**src/rtl/bssc_pkg.sv**
```systemverilog
// Shared constants for the baud scale and select calculator.
// Used by bssc_div, baud_scale_select_calc and tb_top; depends on nothing else.

package bssc_pkg;

	// Field widths
	localparam int CLOCK_W  = 28;
	localparam int BAUD_W   = 32;
	localparam int SCALE_W  = 4;
	localparam int SELECT_W = 12;

	// A valid rate never exceeds clock / 16, so it fits in 24 bits.
	localparam int RATE_W   = 24;
	// The ratio clock / (2 * rate) stays below 2^27.
	localparam int RATIO_W  = 27;
	// The search limit peaks just under 2^22.
	localparam int LIMIT_W  = 24;
	// Numerator and divisor width of the shared divider.
	localparam int DIV_W    = 36;

	localparam logic [CLOCK_W-1:0] CLOCK_RESET = CLOCK_W'(32000000);
	localparam logic [LIMIT_W-1:0] LIMIT_START = LIMIT_W'(255);

	// Rate bounds as right shifts of the clock: 16 and 2 * 4194304.
	localparam int RATE_HI_SHIFT = 4;
	localparam int RATE_LO_SHIFT = 23;

	// Scale search range
	localparam logic signed [SCALE_W-1:0] SCALE_MIN  = -4'sd7;
	localparam logic signed [SCALE_W-1:0] SCALE_LAST = 4'sd6;
	localparam logic signed [SCALE_W-1:0] SCALE_END  = 4'sd7;
	// Below this scale the limit shifts in a one.
	localparam logic signed [SCALE_W-1:0] SCALE_FILL = -4'sd3;

endpackage

```
**src/rtl/bssc_div.sv**
```systemverilog
// Restoring unsigned divider, one quotient bit per clock.
// Depends on bssc_pkg for the default width.

module bssc_div #(
	parameter int WIDTH = bssc_pkg::DIV_W
) (
	input  logic             clk,
	input  logic             arst_n,
	input  logic             start,
	input  logic [WIDTH-1:0] numer,
	input  logic [WIDTH-1:0] denom,
	output logic             done,
	output logic [WIDTH-1:0] quot
);
	import bssc_pkg::*;

	localparam int CNT_W = $clog2(WIDTH + 1);

	logic [WIDTH-1:0] rem_q;
	logic [WIDTH-1:0] quo_q;
	logic [WIDTH-1:0] den_q;
	logic [CNT_W-1:0] cnt_q;
	logic             run_q;
	logic             done_q;

	logic [WIDTH:0]   trial;
	logic [WIDTH+1:0] diff;
	logic             fits;

	// Shift in the next numerator bit and try to subtract the divisor.
	always_comb begin
		trial = {rem_q, quo_q[WIDTH-1]};
		diff  = {1'b0, trial} - {2'b00, den_q};
		fits  = ~diff[WIDTH+1];
	end

	// Control: bit counter and completion strobe.
	always_ff @(posedge clk or negedge arst_n) begin
		if (!arst_n) begin
			run_q  <= 1'b0;
			done_q <= 1'b0;
			cnt_q  <= '0;
		end else begin
			done_q <= 1'b0;
			if (start) begin
				run_q <= 1'b1;
				cnt_q <= CNT_W'(WIDTH);
			end else if (run_q) begin
				cnt_q <= cnt_q - CNT_W'(1);
				if (cnt_q == CNT_W'(1)) begin
					run_q  <= 1'b0;
					done_q <= 1'b1;
				end
			end
		end
	end

	// Datapath: partial remainder and quotient shift register.
	always_ff @(posedge clk) begin
		if (start) begin
			rem_q <= '0;
			quo_q <= numer;
			den_q <= denom;
		end else if (run_q) begin
			rem_q <= fits ? diff[WIDTH-1:0] : trial[WIDTH-1:0];
			quo_q <= {quo_q[WIDTH-2:0], fits};
		end
	end

	assign done = done_q;
	assign quot = quo_q;

endmodule

```
**src/rtl/baud_scale_select_calc.sv**
```systemverilog
// Top level of the baud scale and select calculator.
// Depends on bssc_pkg and instantiates the shared divider bssc_div.
//
// Usage: a requested rate is taken on start while busy is low. The block
// checks it against the clock register, divides the clock by twice the
// rate, searches the scale from -7 upward, then divides once more to get
// the rounded divider. One result comes back per request, on baud_scale,
// baud_select and rate_error, shown for exactly one cycle with done high.
// A rejected rate (zero, above clock/16, below clock/8388608) returns its
// error result in the cycle after the transfer. For a valid rate done rises
// after two passes through the one-bit-per-clock divider, the scale search
// and the sequencer's own steps. The next request may be given in
// the cycle that done is high. The clock register is written over the
// cfg channel, ready while idle and no request is offered.
// Reset sets the clock register to 32 MHz and returns the sequencer to
// idle; results have no back-pressure, so the receiver cannot stall.

module baud_scale_select_calc (
	input  logic                                 clk,
	input  logic                                 arst_n,
	input  logic                                 start,
	output logic                                 busy,
	input  logic [bssc_pkg::BAUD_W-1:0]          requested_baud,
	output logic                                 done,
	output logic signed [bssc_pkg::SCALE_W-1:0]  baud_scale,
	output logic [bssc_pkg::SELECT_W-1:0]        baud_select,
	output logic                                 rate_error,
	input  logic                                 cfg_valid,
	output logic                                 cfg_ready,
	input  logic [bssc_pkg::CLOCK_W-1:0]         cfg_data
);
	import bssc_pkg::*;

	localparam logic [2:0] ST_IDLE   = 3'd0;
	localparam logic [2:0] ST_DIV1   = 3'd1;
	localparam logic [2:0] ST_SEARCH = 3'd2;
	localparam logic [2:0] ST_SETUP  = 3'd3;
	localparam logic [2:0] ST_DIV2   = 3'd4;

	logic [2:0]                 state_q;
	logic [CLOCK_W-1:0]         clock_q;
	logic [RATE_W-1:0]          baud_q;
	logic [RATIO_W-1:0]         ratio_q;
	logic [LIMIT_W-1:0]         limit_q;
	logic signed [SCALE_W-1:0]  scale_q;
	logic                       done_q;
	logic signed [SCALE_W-1:0]  scale_out_q;
	logic [SELECT_W-1:0]        select_q;
	logic                       error_q;

	logic                       accept;
	logic                       rate_bad;
	logic [BAUD_W-1:0]          rate_ceil;
	logic [BAUD_W-1:0]          rate_floor;

	logic                       div_start;
	logic [DIV_W-1:0]           div_num;
	logic [DIV_W-1:0]           div_den;
	logic                       div_done;
	logic [DIV_W-1:0]           div_quot;

	logic [DIV_W-1:0]           b2;
	logic [DIV_W-1:0]           c_ext;
	logic [DIV_W-1:0]           d_shift;
	logic [SCALE_W-1:0]         sh_up;
	logic [SCALE_W-1:0]         sh_c;

	// A clock write never lands in the same cycle as a request transfer.
	assign busy      = (state_q != ST_IDLE);
	assign cfg_ready = ~busy & ~start;
	assign accept    = start & ~busy;

	// Range check of the incoming rate.
	always_comb begin
		rate_ceil  = BAUD_W'(clock_q >> RATE_HI_SHIFT);
		rate_floor = BAUD_W'(clock_q >> RATE_LO_SHIFT);
		rate_bad   = (requested_baud == '0) || (requested_baud > rate_ceil)
			|| (requested_baud < rate_floor);
	end

	// Operands for the second division, chosen by the scale.
	always_comb begin
		b2      = DIV_W'({baud_q, 1'b0});
		c_ext   = DIV_W'(clock_q - {baud_q, 4'b0000});
		sh_up   = SCALE_W'(scale_q + 4'sd3);
		sh_c    = SCALE_W'(-scale_q - 4'sd3);
		d_shift = b2 << sh_up;
	end

	// Divider operand selection and launch.
	always_comb begin
		div_start = 1'b0;
		div_num   = DIV_W'(clock_q);
		div_den   = DIV_W'({requested_baud[RATE_W-1:0], 1'b0});
		if (state_q == ST_IDLE) begin
			div_start = accept & ~rate_bad;
		end else if (state_q == ST_SETUP) begin
			div_start = 1'b1;
			if (scale_q <= SCALE_FILL) begin
				div_num = (c_ext << sh_c) + DIV_W'(baud_q);
				div_den = b2;
			end else if (scale_q[SCALE_W-1]) begin
				div_num = c_ext + (d_shift >> 1);
				div_den = d_shift;
			end else begin
				div_num = DIV_W'(clock_q) + (d_shift >> 1);
				div_den = d_shift;
			end
		end
	end

	bssc_div #(
		.WIDTH(DIV_W)
	) u_div (
		.clk   (clk),
		.arst_n(arst_n),
		.start (div_start),
		.numer (div_num),
		.denom (div_den),
		.done  (div_done),
		.quot  (div_quot)
	);

	// Clock register, written over the configuration channel.
	always_ff @(posedge clk or negedge arst_n) begin
		if (!arst_n) begin
			clock_q <= CLOCK_RESET;
		end else if (cfg_valid && cfg_ready) begin
			clock_q <= cfg_data;
		end
	end

	// Sequencer: first division, scale search, second division, result; a rejected rate goes straight to the result.
	always_ff @(posedge clk or negedge arst_n) begin
		if (!arst_n) begin
			state_q <= ST_IDLE;
			done_q  <= 1'b0;
		end else begin
			done_q <= 1'b0;
			case (state_q)
				ST_IDLE: begin
					if (accept) begin
						if (rate_bad) begin
							done_q <= 1'b1;
						end else begin
							state_q <= ST_DIV1;
						end
					end
				end
				ST_DIV1: begin
					if (div_done) begin
						state_q <= ST_SEARCH;
					end
				end
				ST_SEARCH: begin
					if ((LIMIT_W'(ratio_q) < limit_q) && (ratio_q[RATIO_W-1:LIMIT_W] == '0)) begin
						state_q <= ST_SETUP;
					end else if (scale_q == SCALE_LAST) begin
						state_q <= ST_SETUP;
					end
				end
				ST_SETUP: begin
					state_q <= ST_DIV2;
				end
				ST_DIV2: begin
					if (div_done) begin
						done_q  <= 1'b1;
						state_q <= ST_IDLE;
					end
				end
				default: begin
					state_q <= ST_IDLE;
				end
			endcase
		end
	end

	// Working registers of the search and the result registers.
	always_ff @(posedge clk) begin
		if (state_q == ST_IDLE && accept) begin
			baud_q      <= requested_baud[RATE_W-1:0];
			scale_out_q <= '0;
			select_q    <= '0;
			error_q     <= rate_bad;
		end
		if (state_q == ST_DIV1 && div_done) begin
			ratio_q <= div_quot[RATIO_W-1:0];
			limit_q <= LIMIT_START;
			scale_q <= SCALE_MIN;
		end
		if (state_q == ST_SEARCH) begin
			if (!((LIMIT_W'(ratio_q) < limit_q) && (ratio_q[RATIO_W-1:LIMIT_W] == '0))) begin
				limit_q <= {limit_q[LIMIT_W-2:0], (scale_q < SCALE_FILL)};
				scale_q <= (scale_q == SCALE_LAST) ? SCALE_END : scale_q + 4'sd1;
			end
		end
		if (state_q == ST_DIV2 && div_done) begin
			scale_out_q <= scale_q;
			error_q     <= 1'b0;
			if (scale_q[SCALE_W-1]) begin
				select_q <= div_quot[SELECT_W-1:0];
			end else begin
				select_q <= div_quot[SELECT_W-1:0] - SELECT_W'(1);
			end
		end
	end

	assign done        = done_q;
	assign baud_scale  = scale_out_q;
	assign baud_select = select_q;
	assign rate_error  = error_q;

endmodule

```
**config.mk**
```make
export PLATFORM = sky130hd
export DESIGN_NAME = baud_scale_select_calc
export DESIGN_NICKNAME = d
export VERILOG_FILES = /design/src/rtl/bssc_pkg.sv /design/src/rtl/bssc_div.sv /design/src/rtl/baud_scale_select_calc.sv
export SDC_FILE = /design/constraint.sdc
export NUM_CORES = 1
export LEC_CHECK = 0
export ABC_AREA = 1
export BUFFER_PORTS_ARGS = -buffer_cell sky130_fd_sc_hd__clkbuf_2
export CORE_MARGIN = 2
export CORE_UTILIZATION = 40
export DETAILED_ROUTE_END_ITERATION = 10
export SYNTH_ARGS = -nofsm -noshare
export SYNTH_HDL_FRONTEND = slang
export SYNTH_SLANG_ARGS = --single-unit
```
**constraint.sdc**
```tcl
create_clock -name clk -period 10.77 [get_ports clk]
set_clock_uncertainty 0.15 [all_clocks]
set_input_delay 0.5385 -clock clk [delete_from_list [all_inputs] [get_ports clk]]
set_output_delay 0.5385 -clock clk [all_outputs]
set_load 0.02 [all_outputs]
```
==> results.yml <==
drt:
  routed_via_density: 5.567
  drc: 0
  drtPass1Iterations: 8
  num_vias: 21517
  wire_per_inst_um: 20.78
  first_iter_violations: 1929
  ant_nets: 0
  drt_wl_total_mm: 80.30
die:
  num_io_pins: 84
  fp-row-count: 84
  fp.dieW_um: 234.1
  die_h_um: 234.1
  dieArea_um2: 54780
  floorplan.core_area_um2: 52450
  start_util: 0.4036
global_routing:
  grtUsageTotal: 0.2922
  grt_max_degree: 68
  grt_pass1_vias: 20647
  grt_pass1_wl_mm: 120.6
  antenna_found_initial: 2
  gr-total-overflow: 0
cells_and_area:
  mostFrequentLayoutCell: "nand2_1"
  final_cell_mix: "nand2_1, o21ai_0, inv_1, a21oi_1, nand3_1"
  drive_gt1_frac: 0.06830
  finalNetCount: 3401
  num_antenna_cells: 0
  nFillCells: 5471
  area_delta_synth_final_pct: 11.44
critical_path:
  path_cells: "buf_4, inv_1, buf_4, ha_1, or2_2, nand2_1, inv_1, o21ai_0, nand2_1, o21ai_0, inv_1, ha_1, nand2_1, nor2_1, nand2_1, nor4b_1, nand3_1, o2111ai_1, o21ai_0, nand2_1, inv_1, nand2_1, nand2_1"
  crit_required_ps: 10990
  cp_slowest_cell: "nor4b_1"
  critPathTopFamily: "simple AND/OR/NAND/NOR gates"
  r2r_cells: 23
  crit_top_cell: "nand2_1"
  crit_path_start_kind: "register"
  cp_max_fo: 36
  rr_endpoint: "u_div.quot[34]"
  path_buf_inv: 6
  worst_ep_arrival_time_ps: 6720
  r2r_setup_slack_ps: 4270
  cp-end-kind: "register"
  path_class: "reg -> reg"
  r2r-start: "scale_q[1]"
  critPathMaxStageDelay_ps: 650
synthesis:
  netlist_instances: 3093
  yosys_register_bits: 243
  synthDistinctLibCells: 65
  syn-cell-area_um2: 21170
  synthesis.nets: 3341
  synth-warning-count: 0
  synth-edff-count: 138
  synth_seq_area_share: 0.3049
  async_flop_share: 0.1646
  synth.avg_cell_area_um2: 6.844
  ys_dominant_reg_cell: "edfxtp_1"
pwr:
  peakVddDrop_mv: 0.1238
  power_uw: 2117
  p_per_area_nw_per_um2: 89.75
  cellLeakagePower_uw: 0.01104
cts:
  cts.sinks: 243
  insertion_delay_ps: 620
  clk_pin_slew_ps: 60
  hold_buffers: 29
  numCtsBuffers: 30
  cts_tree: "built"
  cts_resized: 0
  htreeDepth: 1
  postCtsSetupRepairBufs: 0
  root_buffer: "clkbuf_16"
  clock_path_buffers: 3
hold_path:
  hold_end: "clock_q[3]"
  worstHoldStart: "cfg_data[3]"
  hp-class: "in -> reg"
  hold_depth: 2
sta:
  rsz0062_at_grt: "no"
  holdWs_ps: 23.52
  finalSetupViolCount: 0
  hold_violations: 0
  slew_headroom: 0.2616
  finalCritPeriodShare: 0.6033
  fmax_ghz: 0.1539
  tightest_slew_ps: 1101
  setup-tns-final_ps: 0
  setup_ws_ps: 4272
  finalMaxSlewViolations: 0
  layout_min_cycle_time_ps: 6498
placed_design:
  dp_hpwl_mm: 64.89
  gp_congestion: 1.025
  dp_slack_ps: 4406
  numPortBuffers: 83
flow_run:
  drv_cap: 0
status:
  status: "finished, final reports clean"
-- state kept, by name (all words and copies together) (netlist names), 6 cells and up --
| name | flops |
|---|---|
| u_div.cnt_q | 6 |
| baud_select | 12 |
| clock_q | 28 |
| u_div.rem_q | 36 |
| u_div.quot | 36 |
| baud_q | 24 |
| limit_q | 24 |
| ratio_q | 27 |
| u_div.den_q | 35 |
-- worst max path at each step --
stage / endpoint / start / depth (start not counted) / slack (ps)
after global placement: u_div.quot[34] / scale_q[1] / 23 / 4440
final: u_div.quot[34] / scale_q[1] / 23 / 4270
after CTS: u_div.quot[34] / scale_q[1] / 23 / 4410
after detailed placement: u_div.quot[34] / scale_q[1] / 23 / 4410
after global routing: u_div.quot[34] / scale_q[1] / 24 / 3880
after floorplan: u_div.quot[16] / scale_q[1] / 25 / 5950
-- stage by stage --
stage	cells	util	cell area, um^2
CTS	3865	0.4498	23590
finish	3865	0.4498	23590
global placement	3780	0.4242	22250
detailed placement	3780	0.4242	22250
floorplan	3093	-	21170
global route	3865	0.4498	23590
-- worst reg2reg max path: cells and delay by family (launching register included) --
kind | cells | cell delay (ps)
AO/OA/AOI/OAI | 4 | 1270
adder cells (fa/ha/maj) | 2 | 650
buffers and inverters | 6 | 1320
flip-flops | 1 | 310
AND/OR/NAND/NOR | 11 | 2570
-- layer usage --
| layer | vias to the layer above | wire length (um) | track usage |
|---|---|---|---|
| met4 | 0 | 3748 | 0.1199 |
| met2 | 697 | 35930 | 0.4762 |
| met5 | - | 0 | 0 |
| met1 | 10124 | 35570 | 0.3881 |
| li1 | 10539 | - | - |
| met3 | 157 | 5051 | 0.04134 |
-- power breakdown --
group / switching, uW / total, uW / internal [uW] / leakage, uW
combinational: 31.9 / 52.4 / 20.5 / 0.00834
sequential: 0.123 / 976 / 976 / 0.00219
clock: 438 / 1090 / 651 / 0.000510
total: 470 / 2120 / 1650 / 0.0110
-- cell type report --
cell class	instances	area, um^2	area share
Clock buffer	37	807.0	0.03421
Timing Repair Buffer	139	908.4	0.03851
Multi-Input combinational cell	2370	12920	0.5479
Tap cell	688	860.8	0.03649
Inverter	369	1385	0.05871
Sequential cell	243	6456	0.2737
Clock inverter	19	247.7	0.01050
-- cells in the mapped netlist, types with 24 or more instances --
cell | instances | area, um^2
nor2_1 | 211 | 792.0
nand4_1 | 28 | 175.2
xor2_1 | 41 | 359.1
nand3_1 | 229 | 1146
inv_1 | 368 | 1381
o21ai_0 | 400 | 2002
dfrtp_1 | 33 | 825.8
clkbuf_1 | 77 | 289.0
ha_1 | 181 | 2265
nor3_1 | 28 | 140.1
edfxtp_1 | 138 | 4144
nand2_1 | 780 | 2928
a21oi_1 | 237 | 1186
dfxtp_1 | 65 | 1301
mux2i_1 | 24 | 240.2
-- cells by family after synthesis --
kind of cell | Yosys count | synth area share
fa+ha+maj | 184 | 0.1098
xor+xnor | 62 | 0.02601
flops | 243 | 0.3049
mux | 25 | 0.01188
simple gates | 1347 | 0.2698
compound gates | 752 | 0.1910
buf+inv | 480 | 0.08653
Note: power is estimated with default switching activity, not from simulation.
